$ cat src/hw/rtl/rsms_pkg.sv
// Shared constants and types for the replica sync mode selector.
// No dependencies; every other file of the block but the assertion macro header imports this package.
package rsms_pkg;

  localparam int DEF_MAX_REPLICAS = 16;
  localparam int DEF_LAG_BITS     = 32;

  localparam int LAG_IN_W      = 32;
  localparam int REPLICA_IDX_W = 4;
  localparam int LIM_W         = 5;
  localparam int CFG_IDX_W     = 3;
  localparam int RESULT_LIMIT  = 16;
  localparam int NTW           = $clog2(RESULT_LIMIT + 1);

  localparam logic [CFG_IDX_W-1:0] CFG_TRACKER_ENABLED = 3'd0;
  localparam logic [CFG_IDX_W-1:0] CFG_MAX_LIMIT_GIVEN = 3'd1;
  localparam logic [CFG_IDX_W-1:0] CFG_MAX_SYNC_LIMIT  = 3'd2;
  localparam logic [CFG_IDX_W-1:0] CFG_MIN_LIMIT_GIVEN = 3'd3;
  localparam logic [CFG_IDX_W-1:0] CFG_MIN_SYNC_LIMIT  = 3'd4;

  localparam logic [LIM_W-1:0] MAX_SYNC_LIMIT_RST = 5'd16;

  typedef enum logic [3:0] {
    ST_LOAD,
    ST_COUNT,
    ST_PLAN_A,
    ST_PLAN_B,
    ST_PLAN_C,
    ST_PLAN_D,
    ST_ROUTE,
    ST_FIND,
    ST_PROMOTE,
    ST_DEMBAD,
    ST_DEMGOOD,
    ST_MARK,
    ST_DONE
  } state_t;

endpackage

$ cat src/hw/rtl/rsms_if.sv
// Valid/ready channel interfaces for replica items and mode-change results.
// Depends on rsms_pkg for the field widths.
interface rsms_in_if import rsms_pkg::*; ();
  logic                valid;
  logic                ready;
  logic                is_sync;
  logic                check_ok;
  logic [LAG_IN_W-1:0] lag;
  logic                last_replica;

  modport source (output valid, output is_sync, output check_ok, output lag,
                  output last_replica, input ready);
  modport sink   (input valid, input is_sync, input check_ok, input lag,
                  input last_replica, output ready);
endinterface

interface rsms_out_if import rsms_pkg::*; ();
  logic                     valid;
  logic                     ready;
  logic [REPLICA_IDX_W-1:0] replica_index;
  logic                     new_mode;
  logic                     action_valid;
  logic                     overflow;
  logic                     last_action;

  modport source (output valid, output replica_index, output new_mode,
                  output action_valid, output overflow, output last_action,
                  input ready);
  modport sink   (input valid, input replica_index, input new_mode,
                  input action_valid, input overflow, input last_action,
                  output ready);
endinterface

$ cat src/hw/rtl/replica_sync_mode_selector.sv
// Throughput: one replica transaction per cycle until the one marked last; the decision then
// walks the store: a counting pass, the planning states PLAN_A to PLAN_D, then per promotion
// a search pass, a promote step and a route step, and the two demotion passes, or a bare end
// marker when there is no action; output stalls hold the walk, and the next table is only
// taken once it is done. Reset (rst_n low, synchronous) empties the table, clears the
// overflow flag and the output valid and returns the configuration to its reset values.
module replica_sync_mode_selector import rsms_pkg::*; #(
  parameter int MAX_REPLICAS = DEF_MAX_REPLICAS,
  parameter int LAG_BITS     = DEF_LAG_BITS
) (
  input  logic                 clk,
  input  logic                 rst_n,
  input  logic                 cfg_we,
  input  logic [CFG_IDX_W-1:0] cfg_index,
  input  logic [LIM_W-1:0]     cfg_wdata,
  rsms_in_if.sink              in_ch,
  rsms_out_if.source           out_ch
);

  // Count width holds the capacity itself; the index width addresses one entry.
  localparam int CW = $clog2(MAX_REPLICAS + 1);
  localparam int IW = (MAX_REPLICAS > 1) ? $clog2(MAX_REPLICAS) : 1;
  localparam int MW = (CW > LIM_W) ? CW : LIM_W;
  localparam int EW = LAG_BITS + 2;

  // Configuration registers.
  logic             tracker_enabled_r;
  logic             max_limit_given_r;
  logic [LIM_W-1:0] max_sync_limit_r;
  logic             min_limit_given_r;
  logic [LIM_W-1:0] min_sync_limit_r;

  // Sequencer and scan control.
  state_t        state_r, state_nxt;
  logic          phase_r;
  logic [IW-1:0] scan_idx_r;
  logic [CW-1:0] kcnt_r;
  logic [CW-1:0] count_r;
  logic          ovf_r;
  logic [CW-1:0] gs_r, bs_r, ga_r;
  logic [NTW-1:0] n_r, ntot_r;
  logic          best_found_r;

  // Decision plan, held for the whole run.
  logic [MW-1:0] max_s_r, min_s_r, p_r, d2_r, start_r;

  // Running minimum for the promotion search and the previous pick.
  logic [LAG_BITS-1:0] best_lag_r, prev_lag_r;
  logic [IW-1:0]       best_idx_r, prev_idx_r;

  // Replica store: mode, health and lag in one word; read data registered.
  logic [EW-1:0] mem [MAX_REPLICAS];
  logic [EW-1:0] rd_q_r;

  // Output register.
  logic                     out_valid_r;
  logic [REPLICA_IDX_W-1:0] out_idx_r;
  logic                     out_mode_r, out_act_r, out_ovf_r, out_last_r;

  // Combinational signals.
  logic                         in_acc, store_ok;
  logic [LAG_BITS+LAG_IN_W-1:0] lag_wide;
  logic [LAG_BITS-1:0]          lag_store;
  logic                         rd_sync, rd_ok;
  logic [LAG_BITS-1:0]          rd_lag;
  logic [CW-1:0]                last_idx;
  logic                         scan_last, scanning, member, qualify;
  logic                         stall, step_done, can_emit, room_left;
  logic                         after_prev, better;
  logic [MW-1:0]                gs_ext, bs_ext, ga_ext, kcnt_ext;
  logic [MW-1:0]                max_s_w, room_w, p_w, d2_w, total_w, start_w, d1_w;
  logic [MW+1:0]                nsum_w;
  logic [NTW-1:0]               ntot_w;
  logic                         emit, emit_mode, emit_act, emit_last;
  logic [IW-1:0]                emit_idx;

  // The lag is cut to, or widened to, the stored lag width.
  assign lag_wide  = {{LAG_BITS{1'b0}}, in_ch.lag};
  assign lag_store = lag_wide[LAG_BITS-1:0];

  assign in_ch.ready = (state_r == ST_LOAD);
  assign in_acc      = in_ch.valid && in_ch.ready;
  // Once the store is full further replicas are dropped and only flagged.
  assign store_ok    = (count_r < CW'(MAX_REPLICAS));

  assign rd_sync = rd_q_r[EW-1];
  assign rd_ok   = rd_q_r[EW-2];
  assign rd_lag  = rd_q_r[LAG_BITS-1:0];

  // A decision always has at least one stored replica, so count minus one is the last entry.
  assign last_idx  = count_r - CW'(1);
  assign scan_last = (CW'(scan_idx_r) == last_idx);

  assign can_emit  = !out_valid_r || out_ch.ready;
  assign room_left = (n_r < ntot_r);

  assign gs_ext   = MW'(gs_r);
  assign bs_ext   = MW'(bs_r);
  assign ga_ext   = MW'(ga_r);
  assign kcnt_ext = MW'(kcnt_r);

  // Planning arithmetic, one small step per planning state.
  assign max_s_w = max_limit_given_r ? MW'(max_sync_limit_r) : MW'(count_r);
  assign room_w  = (max_s_r > gs_ext) ? (max_s_r - gs_ext) : '0;
  assign p_w     = (room_w < ga_ext) ? room_w : ga_ext;
  assign d2_w    = (gs_ext > max_s_r) ? (gs_ext - max_s_r) : '0;
  assign total_w = (max_s_r < gs_ext) ? max_s_r : MW'(gs_ext + p_r);
  assign start_w = (min_s_r > total_w) ? (min_s_r - total_w) : '0;
  assign d1_w    = (bs_ext > start_r) ? (bs_ext - start_r) : '0;
  assign nsum_w  = {2'b00, p_r} + {2'b00, d1_w} + {2'b00, d2_r};

  always_comb begin
    if (!tracker_enabled_r) begin
      ntot_w = '0;
    end else if (nsum_w > (MW + 2)'(RESULT_LIMIT)) begin
      ntot_w = NTW'(RESULT_LIMIT);
    end else begin
      ntot_w = NTW'(nsum_w);
    end
  end

  // The promotion search picks the smallest (lag, position) pair that lies strictly above
  // the previous pick, which gives lowest lag first with ties in arrival order.
  assign after_prev = (n_r == '0) || (rd_lag > prev_lag_r) ||
                      ((rd_lag == prev_lag_r) && (scan_idx_r > prev_idx_r));
  assign better     = !rd_sync && rd_ok && after_prev &&
                      (!best_found_r || (rd_lag < best_lag_r));

  always_comb begin
    scanning = state_r inside {ST_COUNT, ST_FIND, ST_DEMBAD, ST_DEMGOOD};
    member   = 1'b0;
    qualify  = 1'b0;
    case (state_r)
      ST_DEMBAD: begin
        member  = rd_sync && !rd_ok;
        qualify = member && (kcnt_ext >= start_r);
      end
      ST_DEMGOOD: begin
        member  = rd_sync && rd_ok;
        qualify = member && (kcnt_ext >= max_s_r);
      end
      default: begin
        member  = 1'b0;
        qualify = 1'b0;
      end
    endcase
    // A demotion found while the output register is still occupied holds the scan.
    stall     = scanning && phase_r && qualify && room_left && !can_emit;
    step_done = scanning && phase_r && !stall;
  end

  // Next-state logic of the sequencer.
  always_comb begin
    state_nxt = state_r;
    case (state_r)
      ST_LOAD: begin
        if (in_acc && in_ch.last_replica) state_nxt = ST_COUNT;
      end
      ST_COUNT: begin
        if (step_done && scan_last) state_nxt = ST_PLAN_A;
      end
      ST_PLAN_A: state_nxt = ST_PLAN_B;
      ST_PLAN_B: state_nxt = ST_PLAN_C;
      ST_PLAN_C: state_nxt = ST_PLAN_D;
      ST_PLAN_D: state_nxt = ST_ROUTE;
      ST_ROUTE: begin
        if (ntot_r == '0) begin
          state_nxt = ST_MARK;
        end else if (n_r == ntot_r) begin
          state_nxt = ST_DONE;
        end else if (MW'(n_r) < p_r) begin
          state_nxt = ST_FIND;
        end else begin
          state_nxt = ST_DEMBAD;
        end
      end
      ST_FIND: begin
        if (step_done && scan_last) state_nxt = ST_PROMOTE;
      end
      ST_PROMOTE: begin
        if (can_emit) state_nxt = ST_ROUTE;
      end
      ST_DEMBAD: begin
        if (step_done && scan_last) state_nxt = ST_DEMGOOD;
      end
      ST_DEMGOOD: begin
        if (step_done && scan_last) state_nxt = ST_DONE;
      end
      ST_MARK: begin
        if (can_emit) state_nxt = ST_DONE;
      end
      ST_DONE:  state_nxt = ST_LOAD;
      default:  state_nxt = ST_LOAD;
    endcase
  end

  // Result selection: which action, if any, is loaded into the output register.
  always_comb begin
    emit      = 1'b0;
    emit_idx  = scan_idx_r;
    emit_mode = 1'b0;
    emit_act  = 1'b1;
    emit_last = (n_r == (ntot_r - NTW'(1)));
    case (state_r)
      ST_PROMOTE: begin
        emit      = can_emit;
        emit_idx  = best_idx_r;
        emit_mode = 1'b1;
      end
      ST_DEMBAD, ST_DEMGOOD: begin
        emit = phase_r && qualify && room_left && can_emit;
      end
      ST_MARK: begin
        emit      = can_emit;
        emit_idx  = '0;
        emit_act  = 1'b0;
        emit_last = 1'b1;
      end
      default: begin
        emit = 1'b0;
      end
    endcase
  end

  // Control registers.
  always_ff @(posedge clk) begin
    if (!rst_n) begin
      tracker_enabled_r <= 1'b0;
      max_limit_given_r <= 1'b0;
      max_sync_limit_r  <= MAX_SYNC_LIMIT_RST;
      min_limit_given_r <= 1'b0;
      min_sync_limit_r  <= '0;
      state_r           <= ST_LOAD;
      phase_r           <= 1'b0;
      scan_idx_r        <= '0;
      kcnt_r            <= '0;
      count_r           <= '0;
      ovf_r             <= 1'b0;
      gs_r              <= '0;
      bs_r              <= '0;
      ga_r              <= '0;
      n_r               <= '0;
      ntot_r            <= '0;
      best_found_r      <= 1'b0;
      out_valid_r       <= 1'b0;
    end else begin
      if (cfg_we) begin
        case (cfg_index)
          CFG_TRACKER_ENABLED: tracker_enabled_r <= cfg_wdata[0];
          CFG_MAX_LIMIT_GIVEN: max_limit_given_r <= cfg_wdata[0];
          CFG_MAX_SYNC_LIMIT:  max_sync_limit_r  <= cfg_wdata;
          CFG_MIN_LIMIT_GIVEN: min_limit_given_r <= cfg_wdata[0];
          CFG_MIN_SYNC_LIMIT:  min_sync_limit_r  <= cfg_wdata;
          default: ;
        endcase
      end

      state_r <= state_nxt;

      // Scan walker: address in the first phase, evaluate the read word in the second.
      if (scanning) begin
        if (!phase_r) begin
          phase_r <= 1'b1;
        end else if (!stall) begin
          phase_r <= 1'b0;
          if (scan_last) begin
            scan_idx_r <= '0;
            kcnt_r     <= '0;
          end else begin
            scan_idx_r <= scan_idx_r + IW'(1);
            if (member) kcnt_r <= kcnt_r + CW'(1);
          end
        end
      end else begin
        phase_r    <= 1'b0;
        scan_idx_r <= '0;
        kcnt_r     <= '0;
      end

      if (in_acc) begin
        if (store_ok) begin
          count_r <= count_r + CW'(1);
        end else begin
          ovf_r <= 1'b1;
        end
      end

      case (state_r)
        ST_LOAD: begin
          gs_r <= '0;
          bs_r <= '0;
          ga_r <= '0;
          n_r  <= '0;
        end
        ST_COUNT: begin
          if (phase_r) begin
            if (rd_sync && rd_ok)       gs_r <= gs_r + CW'(1);
            else if (rd_sync)           bs_r <= bs_r + CW'(1);
            else if (rd_ok)             ga_r <= ga_r + CW'(1);
          end
        end
        ST_PLAN_D: ntot_r <= ntot_w;
        ST_DONE: begin
          count_r <= '0;
          ovf_r   <= 1'b0;
        end
        default: ;
      endcase

      if (emit && (state_r != ST_MARK)) n_r <= n_r + NTW'(1);

      if (state_r == ST_FIND) begin
        if (phase_r && better) best_found_r <= 1'b1;
      end else begin
        best_found_r <= 1'b0;
      end

      if (emit) begin
        out_valid_r <= 1'b1;
      end else if (out_ch.ready) begin
        out_valid_r <= 1'b0;
      end
    end
  end

  // Plan, search and output payload registers.
  always_ff @(posedge clk) begin
    case (state_r)
      ST_PLAN_A: begin
        max_s_r <= max_s_w;
        min_s_r <= min_limit_given_r ? MW'(min_sync_limit_r) : max_s_w;
      end
      ST_PLAN_B: begin
        p_r  <= p_w;
        d2_r <= d2_w;
      end
      ST_PLAN_C: start_r <= start_w;
      ST_FIND: begin
        if (phase_r && better) begin
          best_lag_r <= rd_lag;
          best_idx_r <= scan_idx_r;
        end
      end
      ST_PROMOTE: begin
        if (emit) begin
          prev_lag_r <= best_lag_r;
          prev_idx_r <= best_idx_r;
        end
      end
      default: ;
    endcase

    if (emit) begin
      out_idx_r  <= REPLICA_IDX_W'(emit_idx);
      out_mode_r <= emit_mode;
      out_act_r  <= emit_act;
      out_ovf_r  <= ovf_r;
      out_last_r <= emit_last;
    end
  end

  // Store write port and registered read port.
  always_ff @(posedge clk) begin
    if (in_acc && store_ok) begin
      mem[count_r[IW-1:0]] <= {in_ch.is_sync, in_ch.check_ok, lag_store};
    end
  end

  always_ff @(posedge clk) begin
    rd_q_r <= mem[scan_idx_r];
  end

  assign out_ch.valid         = out_valid_r;
  assign out_ch.replica_index = out_idx_r;
  assign out_ch.new_mode      = out_mode_r;
  assign out_ch.action_valid  = out_act_r;
  assign out_ch.overflow      = out_ovf_r;
  assign out_ch.last_action   = out_last_r;

endmodule

$ cat src/flat_wrapper.sv
// flat-port wrapper written by rule: the top's interface ports become plain ports
module replica_sync_mode_selector_flat import rsms_pkg::*;
#(
  parameter int MAX_REPLICAS = DEF_MAX_REPLICAS,
  parameter int LAG_BITS     = DEF_LAG_BITS
)
  (clk, rst_n, cfg_we, cfg_index, cfg_wdata, in_ch_valid, in_ch_is_sync, in_ch_check_ok, in_ch_lag, in_ch_last_replica, in_ch_ready, out_ch_valid, out_ch_replica_index, out_ch_new_mode, out_ch_action_valid, out_ch_overflow, out_ch_last_action, out_ch_ready);
  rsms_in_if in_ch_i ();
  rsms_out_if out_ch_i ();
  input  logic clk;
  input  logic rst_n;
  input  logic cfg_we;
  input  logic [CFG_IDX_W-1:0] cfg_index;
  input  logic [LIM_W-1:0] cfg_wdata;
  input wire logic [$bits(in_ch_i.valid)-1:0] in_ch_valid;
  input wire logic [$bits(in_ch_i.is_sync)-1:0] in_ch_is_sync;
  input wire logic [$bits(in_ch_i.check_ok)-1:0] in_ch_check_ok;
  input wire logic [$bits(in_ch_i.lag)-1:0] in_ch_lag;
  input wire logic [$bits(in_ch_i.last_replica)-1:0] in_ch_last_replica;
  output wire logic [$bits(in_ch_i.ready)-1:0] in_ch_ready;
  output wire logic [$bits(out_ch_i.valid)-1:0] out_ch_valid;
  output wire logic [$bits(out_ch_i.replica_index)-1:0] out_ch_replica_index;
  output wire logic [$bits(out_ch_i.new_mode)-1:0] out_ch_new_mode;
  output wire logic [$bits(out_ch_i.action_valid)-1:0] out_ch_action_valid;
  output wire logic [$bits(out_ch_i.overflow)-1:0] out_ch_overflow;
  output wire logic [$bits(out_ch_i.last_action)-1:0] out_ch_last_action;
  input wire logic [$bits(out_ch_i.ready)-1:0] out_ch_ready;
  assign in_ch_i.valid = in_ch_valid;
  assign in_ch_i.is_sync = in_ch_is_sync;
  assign in_ch_i.check_ok = in_ch_check_ok;
  assign in_ch_i.lag = in_ch_lag;
  assign in_ch_i.last_replica = in_ch_last_replica;
  assign in_ch_ready = in_ch_i.ready;
  assign out_ch_valid = out_ch_i.valid;
  assign out_ch_replica_index = out_ch_i.replica_index;
  assign out_ch_new_mode = out_ch_i.new_mode;
  assign out_ch_action_valid = out_ch_i.action_valid;
  assign out_ch_overflow = out_ch_i.overflow;
  assign out_ch_last_action = out_ch_i.last_action;
  assign out_ch_i.ready = out_ch_ready;
  replica_sync_mode_selector #(.MAX_REPLICAS(MAX_REPLICAS), .LAG_BITS(LAG_BITS)) u_core (.clk(clk), .rst_n(rst_n), .cfg_we(cfg_we), .cfg_index(cfg_index), .cfg_wdata(cfg_wdata), .in_ch(in_ch_i), .out_ch(out_ch_i));
endmodule
$ cat config.mk
export PLATFORM = sky130hd
export DESIGN_NAME = replica_sync_mode_selector_flat
export DESIGN_NICKNAME = d
export VERILOG_FILES = /design/src/hw/rtl/rsms_pkg.sv /design/src/hw/rtl/rsms_if.sv /design/src/hw/rtl/replica_sync_mode_selector.sv /design/src/flat_wrapper.sv
export SDC_FILE = /design/constraint.sdc
export NUM_CORES = 1
export LEC_CHECK = 0
export BUFFER_PORTS_ARGS = -buffer_cell sky130_fd_sc_hd__buf_4
export CORE_MARGIN = 5
export CORE_UTILIZATION = 28
export CTS_CLUSTER_DIAMETER = 200
export CTS_CLUSTER_SIZE = 40
export DETAILED_ROUTE_END_ITERATION = 8
export GPL_ROUTABILITY_DRIVEN = 0
export PLACE_DENSITY = 0.45
export SLEW_MARGIN = 20
export SYNTH_ARGS = -nofsm -noshare
export SYNTH_HDL_FRONTEND = slang
export SYNTH_SLANG_ARGS = --single-unit
$ cat constraint.sdc
create_clock -name clk -period 4.8 [get_ports clk]
set_input_delay 0.96 -clock clk [delete_from_list [all_inputs] [get_ports clk]]
set_output_delay 0.96 -clock clk [all_outputs]
set_load 0.02 [all_outputs]
# Yosys cells after proc, flatten, opt, wreduce, memory -nomap -nowiden
# Memory sizes are Yosys's and may differ from the RTL's. A register that Yosys moved wholly into a read port is not among the register bits.
# Index checks and enable logic that the tools add are counted.
# Widths: inputs -> output; s select.
dict set report word_totals {
  register_bits 165
  ramBits 544
  inputBits 48
  output_inout_bits 10
  word_cells 210
  memories 1
}
# memory words width rd rd_clocked_by_memory_dff wr line_no
set mem_list {}
lappend mem_list {u_core.mem 16 34 1 1 1 replica_sync_mode_selector.sv:52} ;# logic [EW-1:0] mem [MAX_REPLICAS];
dict set report op_classes {
  addsub 16
  n_lt_le_gt_ge 15
  eq_ne 34
  n_mux 48
  n_bitwise 3
  n_reduce_logical 61
}
# operator count
set ops {}
lappend ops {{$mux 5} 21}
lappend ops {{$pmux 4 s12} 1}
lappend ops {{$mux 4} 11}
lappend ops {{$eq 32x32->1} 1}
lappend ops {{$gt 32x32->1} 1}
lappend ops {{$lt 32x32->1} 1}
lappend ops {{$add 5x1->5 const B} 6}
lappend ops {{$pmux 5 s2} 3}
lappend ops {{$reduce_and 2->1} 12}
lappend ops {{$logic_and 1x1->1} 22}
lappend ops {{$eq 4x4->1 const B} 5}
lappend ops {{$gt 5x5->1} 4}
lappend ops {{$lt 5x5->1} 4}
lappend ops {{$sub 5x5->5} 4}
lappend ops {{$eq 4x3->1 const B} 4}
lappend ops {{$ne 2x2->1 const B} 7}
lappend ops {{$ne 2x1->1 const B} 6}
lappend ops {{$eq 5x5->1} 2}
lappend ops {{$ge 5x5->1} 2}
lappend ops {{$logic_not 5->1} 2}
lappend ops {{$sub 5x1->5 const B} 2}
lappend ops {{$eq 4x2->1 const B} 2}
lappend ops {{$mux 1} 8}
lappend ops {{$pmux 4 s2} 1}
lappend ops {{26 further kinds} 45}

# Logic depth before layout (Yosys ltp)
dict set report logic_depth {
  depth_word 12
  depth_mapped 21
  mapped_depth_nobuf 21
}

# Worst setup path before layout
# OpenSTA, ideal clock, no wires.
dict set report synth_path {
  path_kind {in2reg}
  startpoint {in in_ch_valid}
  endpoint {mem u_core.mem[3][0] in the netlist's numbering (enable)}
  setup_ps 468
  arrival_ps 3874
  required_time_ps 4332
  slack_ps 458
  cell_stages 4
  n_path_buf 0
  cell_sequence {nand2_1 > nor2_1 > nand2_1 > nor3_1}
}
dict set report synth_via {
  elab_chain_len 4
}
# element line_no
set synth_rtl {}
lappend synth_rtl {{start, declared} flat_wrapper.sv:15} ;# input wire logic [$bits(in_ch_i.valid)-1:0] in_ch_valid;
lappend synth_rtl {{$logic_and 1x1->1} replica_sync_mode_selector.sv:82} ;# assign in_acc = in_ch.valid && in_ch.ready;
lappend synth_rtl {{$logic_and 1x1->1} replica_sync_mode_selector.sv:364} ;# if (in_acc && store_ok) begin
lappend synth_rtl {{$mux 1} replica_sync_mode_selector.sv:364}
lappend synth_rtl {{$mux 1 (implied by the code)} replica_sync_mode_selector.sv:365} ;# mem[count_r[IW-1:0]] <= {in_ch.is_sync, in_ch.check_ok, lag_store};
lappend synth_rtl {{end, declared} replica_sync_mode_selector.sv:52}
# Every way passes these cells.

# Worst setup path in the final report
dict set report layout_path {
  startpoint {reg u_core.start_r[1]}
  endpoint {reg u_core.ntot_r[1]}
}
dict set report layout_via {
  elab_chain_len 7
  elab_cells_between_ends 8
  classes_between {add/sub: 3; order compare: 2; mux: 3}
}
# element line_no
set layout_rtl {}
lappend layout_rtl {{start, declared} replica_sync_mode_selector.sv:45} ;# logic [MW-1:0] max_s_r, min_s_r, p_r, d2_r, start_r;
lappend layout_rtl {{start signal, assigned} replica_sync_mode_selector.sv:337} ;# ST_PLAN_C: start_r <= start_w;
lappend layout_rtl {{$sub 5x5->5 or $gt 5x5->1 (tied branches)} replica_sync_mode_selector.sv:109} ;# assign d1_w = (bs_ext > start_r) ? (bs_ext - start_r) : '0;
lappend layout_rtl {{$mux 5 (*)} replica_sync_mode_selector.sv:109}
lappend layout_rtl {{$add 5x5->6 (*)} replica_sync_mode_selector.sv:110} ;# assign nsum_w = {2'b00, p_r} + {2'b00, d1_w} + {2'b00, d2_r};
lappend layout_rtl {{$add 7x5->7 (*)} replica_sync_mode_selector.sv:110}
lappend layout_rtl {{$gt 7x5->1} replica_sync_mode_selector.sv:115} ;# end else if (nsum_w > (MW + 2)'(RESULT_LIMIT)) begin
lappend layout_rtl {{$mux 5 (*)} replica_sync_mode_selector.sv:115}
lappend layout_rtl {{$mux 5 (*)} replica_sync_mode_selector.sv:113} ;# if (!tracker_enabled_r) begin
lappend layout_rtl {{end signal, assigned} replica_sync_mode_selector.sv:302} ;# ST_PLAN_D: ntot_r <= ntot_w;
lappend layout_rtl {{end, declared} replica_sync_mode_selector.sv:41} ;# logic [NTW-1:0] n_r, ntot_r;
# Mark *: on every way between the ends. The rest lies on a longest branch, timed or not.
# A chain may end at the register's enable or synchronous reset.

==> impl_metrics.json <==
{
  "antenna_cells": 0,
  "synth_cell_types": 70,
  "route.antenna.remaining_nets": 0,
  "worstMarginPinSlew_ns": 1.04,
  "netSwitchingFraction_pct": 26.2,
  "cp.arrival_ns": 4.80,
  "max_cap_violations": 0,
  "synth_mux_area_share_pct": 13.3,
  "numCtsBuffers": 23,
  "syn_area_um2": 31300,
  "syn_to_final_growth_pct": 10.4,
  "clk_pin_slew_ns": 0.16,
  "drcViolationCount": 0,
  "initial_core_util_pct": 28.2,
  "min_path_cells": 0,
  "core_area_um2": 111000,
  "synth.avg_cell_area_um2": 17.4,
  "end_kind": "flip-flop",
  "status": "finished clean",
  "ctsLongestPathBuffers": 3,
  "syn_inst": 1797,
  "worstPathRequired_ns": 5.39,
  "final_nets": 2051,
  "track_usage_pct": 12.7,
  "synth_compound_area_share_pct": 3.84,
  "intPower_mw": 9.09,
  "worstSetupPathType": "flip-flop to flip-flop",
  "dp_hpwl_mm": 47.3,
  "hold_buffers": 0,
  "fp.dieW_um": 344,
  "crit_fanout": 6,
  "routed_wl_mm": 75.7,
  "start_kind": "flip-flop",
  "drtPass1Iterations": 5,
  "pwr-share-seq_pct": 61.9,
  "num_rows": 122,
  "place_area_um2": 33800,
  "post_cts_resized": 0,
  "skew_ns": 0.0676,
  "synth_top_family_by_area": "multiplexers",
  "finalSetupTns_ns": 0,
  "grt_pass1_vias": 16377,
  "cts_setup_buffers": 0,
  "grt_max_degree": 139,
  "synth_adder_area_share_pct": 5.93,
  "final_util_pct": 31.2,
  "cts_root_buf": "clkbuf_16",
  "synth-simple-area-share_pct": 4.88,
  "leakage_nw": 11.3,
  "clkPwrFrac_pct": 23.6,
  "first_iter_violations": 1222,
  "hold_path_class": "flip-flop to flip-flop",
  "ios": 58,
  "grt_pass1_wl_mm": 112,
  "antenna_found_initial": 3,
  "synthXorXnorAreaFrac_pct": 1.39,
  "die_h_um": 344,
  "yosysWarnings": 0,
  "stdcell_area_um2": 34500,
  "combPwrFrac_pct": 14.5,
  "synth.net_count": 1989,
  "cts.sinks": 743,
  "seq_area_frac_synth_pct": 68.3,
  "synth_edf_count": 649,
  "grt_overflow_total": 0,
  "reg2reg_depth": 21,
  "fmax_mhz": 237,
  "drive_above_1_share_pct": 18.3,
  "avgViaCountPerCell": 4.64,
  "die_area_um2": 118000,
  "insertion_delay_ns": 0.65,
  "power_density_nw_per_um2": 357,
  "htreeDepth": 1,
  "fin_crit_ns": 4.21,
  "synth_ff_type": "edfxtp_1",
  "ys_async_sr_fraction_pct": 0,
  "routedWlPerCell_um": 22.5,
  "synth-seq-cells": 743,
  "drv_slew": 0,
  "setup_viol": 0,
  "cts_tree": "done",
  "vias": 15602,
  "rsz0062_at_grt": "no",
  "ir_drop_v": 0.000276,
  "fin_crit_sh_pct": 87.8,
  "portBuffers": 57,
  "slew_headroom_pct": 30.5,
  "n_fill_cell": 10876,
  "net-switching-power_mw": 3.22,
  "final_hold_viol_count": 0
}
logic make-up (layout without fill, tap and decap cells):
group,count (synthesis),after routing
AOI/OAI and AO/OA,180,180
xor gates and xnor gates,48,48
adders and majority gates,144,144
buffers and inverters,183,262
DFF,743,743
muxes,202,202
and+or+nand+nor,297,297
cell usage after synthesis (5+ instances only):
cell	instances	area share, %
nand2_1	49	0.59
nand2b_1	13	0.26
nand3_1	34	0.54
nand4_1	25	0.50
a31oi_1	9	0.18
mux4_2	169	12
nor2b_1	38	0.76
edfxtp_1	649	62
mux2_2	14	0.50
clkbuf_1	30	0.36
fa_1	7	0.45
inv_1	125	1.5
buf_1	8	0.096
o21a_1	9	0.22
a21oi_1	51	0.82
xor2_1	12	0.34
dfxtp_1	94	6.0
nor2_1	79	0.95
buf_2	19	0.30
ha_1	137	5.5
nor3b_1	6	0.14
nor3_1	19	0.30
a22o_1	6	0.17
a21o_1	29	0.70
mux2i_1	18	0.58
or2_2	5	0.10
and3_1	9	0.18
o21ai_0	35	0.56
xnor2_1	35	0.98
power by group through the flow:
stage,Sequential (mW),Clock (mW),Combinational (mW)
5_1_grt,7.67,3.27,1.99
2_1_floorplan,7.68,0,1.19
3_3_place_gp,7.77,0,1.80
6_report,7.63,2.91,1.78
4_1_cts,7.64,3.04,1.83
3_5_place_dp,7.78,0,1.82
stage by stage:
step | power [mW] | setup slack, ns | cells | hold slack (ns)
CTS | 12.5 | 0.608 | 3364 | 0.465
global placement | 9.57 | 0.695 | 3322 | 0.431
detailed placement | 9.61 | 0.643 | 3322 | 0.432
finish | 12.3 | 0.586 | 3364 | 0.465
global route | 12.9 | 0.100 | 3364 | 0.478
floorplan | 8.86 | 0.458 | 1797 | 0.409
flip-flops by register name, summed over array words and instances (netlist names), 32 cells and up:
| register | flops |
|---|---|
| u_core.mem | 544 |
| u_core.best_lag_r | 32 |
| u_core.rd_q_r | 34 |
| u_core.prev_lag_r | 32 |
path summary, 6_finish.rpt:
kind	start	to	slack, ns
worst max-delay path	u_core.start_r[1]	u_core.ntot_r[1]	0.59
worst min-delay path	u_core.best_lag_r[17]	u_core.prev_lag_r[17]	0.47
worst min register to register	u_core.best_lag_r[17]	u_core.prev_lag_r[17]	0.47
worst max register to register	u_core.start_r[1]	u_core.ntot_r[1]	0.59
layer usage:
metal	global-route usage [%]	share of wire, %	up-vias
li1	-	-	7087
met1	18.0	47	8264
met2	21.4	48	198
met3	1.83	3.4	49
met4	1.62	1.3	4
met5	0	0.041	-
area by class of cell:
cell class	count	area, um2	share of cell area [%]
Timing Repair Buffer	95	788	2.28
Multi-Input combinational cell	871	9310	27.0
Clock inverter	3	80.1	0.232
Clock buffer	39	636	1.84
Sequential cell	743	21400	61.9
Inverter	125	469	1.36
Tap cell	1488	1860	5.39
worst max-delay path: stages (launching register included):
cell	delay, ns
edfxtp_1	0.39
inv_1	0.12
ha_1	0.26
nor2b_1	0.13
o21ai_0	0.22
a21oi_1	0.13
o21ai_0	0.16
inv_1	0.05
o22ai_1	0.35
nor2_1	0.09
ha_1	0.20
inv_1	0.07
fa_1	0.45
inv_1	0.08
ha_1	0.22
a21o_1	0.18
a21oi_1	0.21
nor2b_1	0.08
o21ai_0	0.23
mux2_2	0.22
nand4_1	0.11
o21ai_0	0.18
layout by cell type (no fill, tap or decap), drive strengths merged, types with 4 or more instances in the layout:
cell      n
edfxtp  649
mux4    170
ha      137
inv     126
buf      95
dfxtp    94
nor2     79
a21oi    51
nand2    49
clkbuf   39
nor2b    38
o21ai    36
xnor2    35
nand3    34
a21o     29
nand4    25
nor3     20
mux2i    18
mux2     14
nand2b   14
xor2     12
a31oi     9
o21a      9
and3      9
fa        7
a22o      6
nor3b     6
or2       5
o211ai    5
nor4      5
a211o     4
Note: power is estimated with default switching activity, not from simulation.
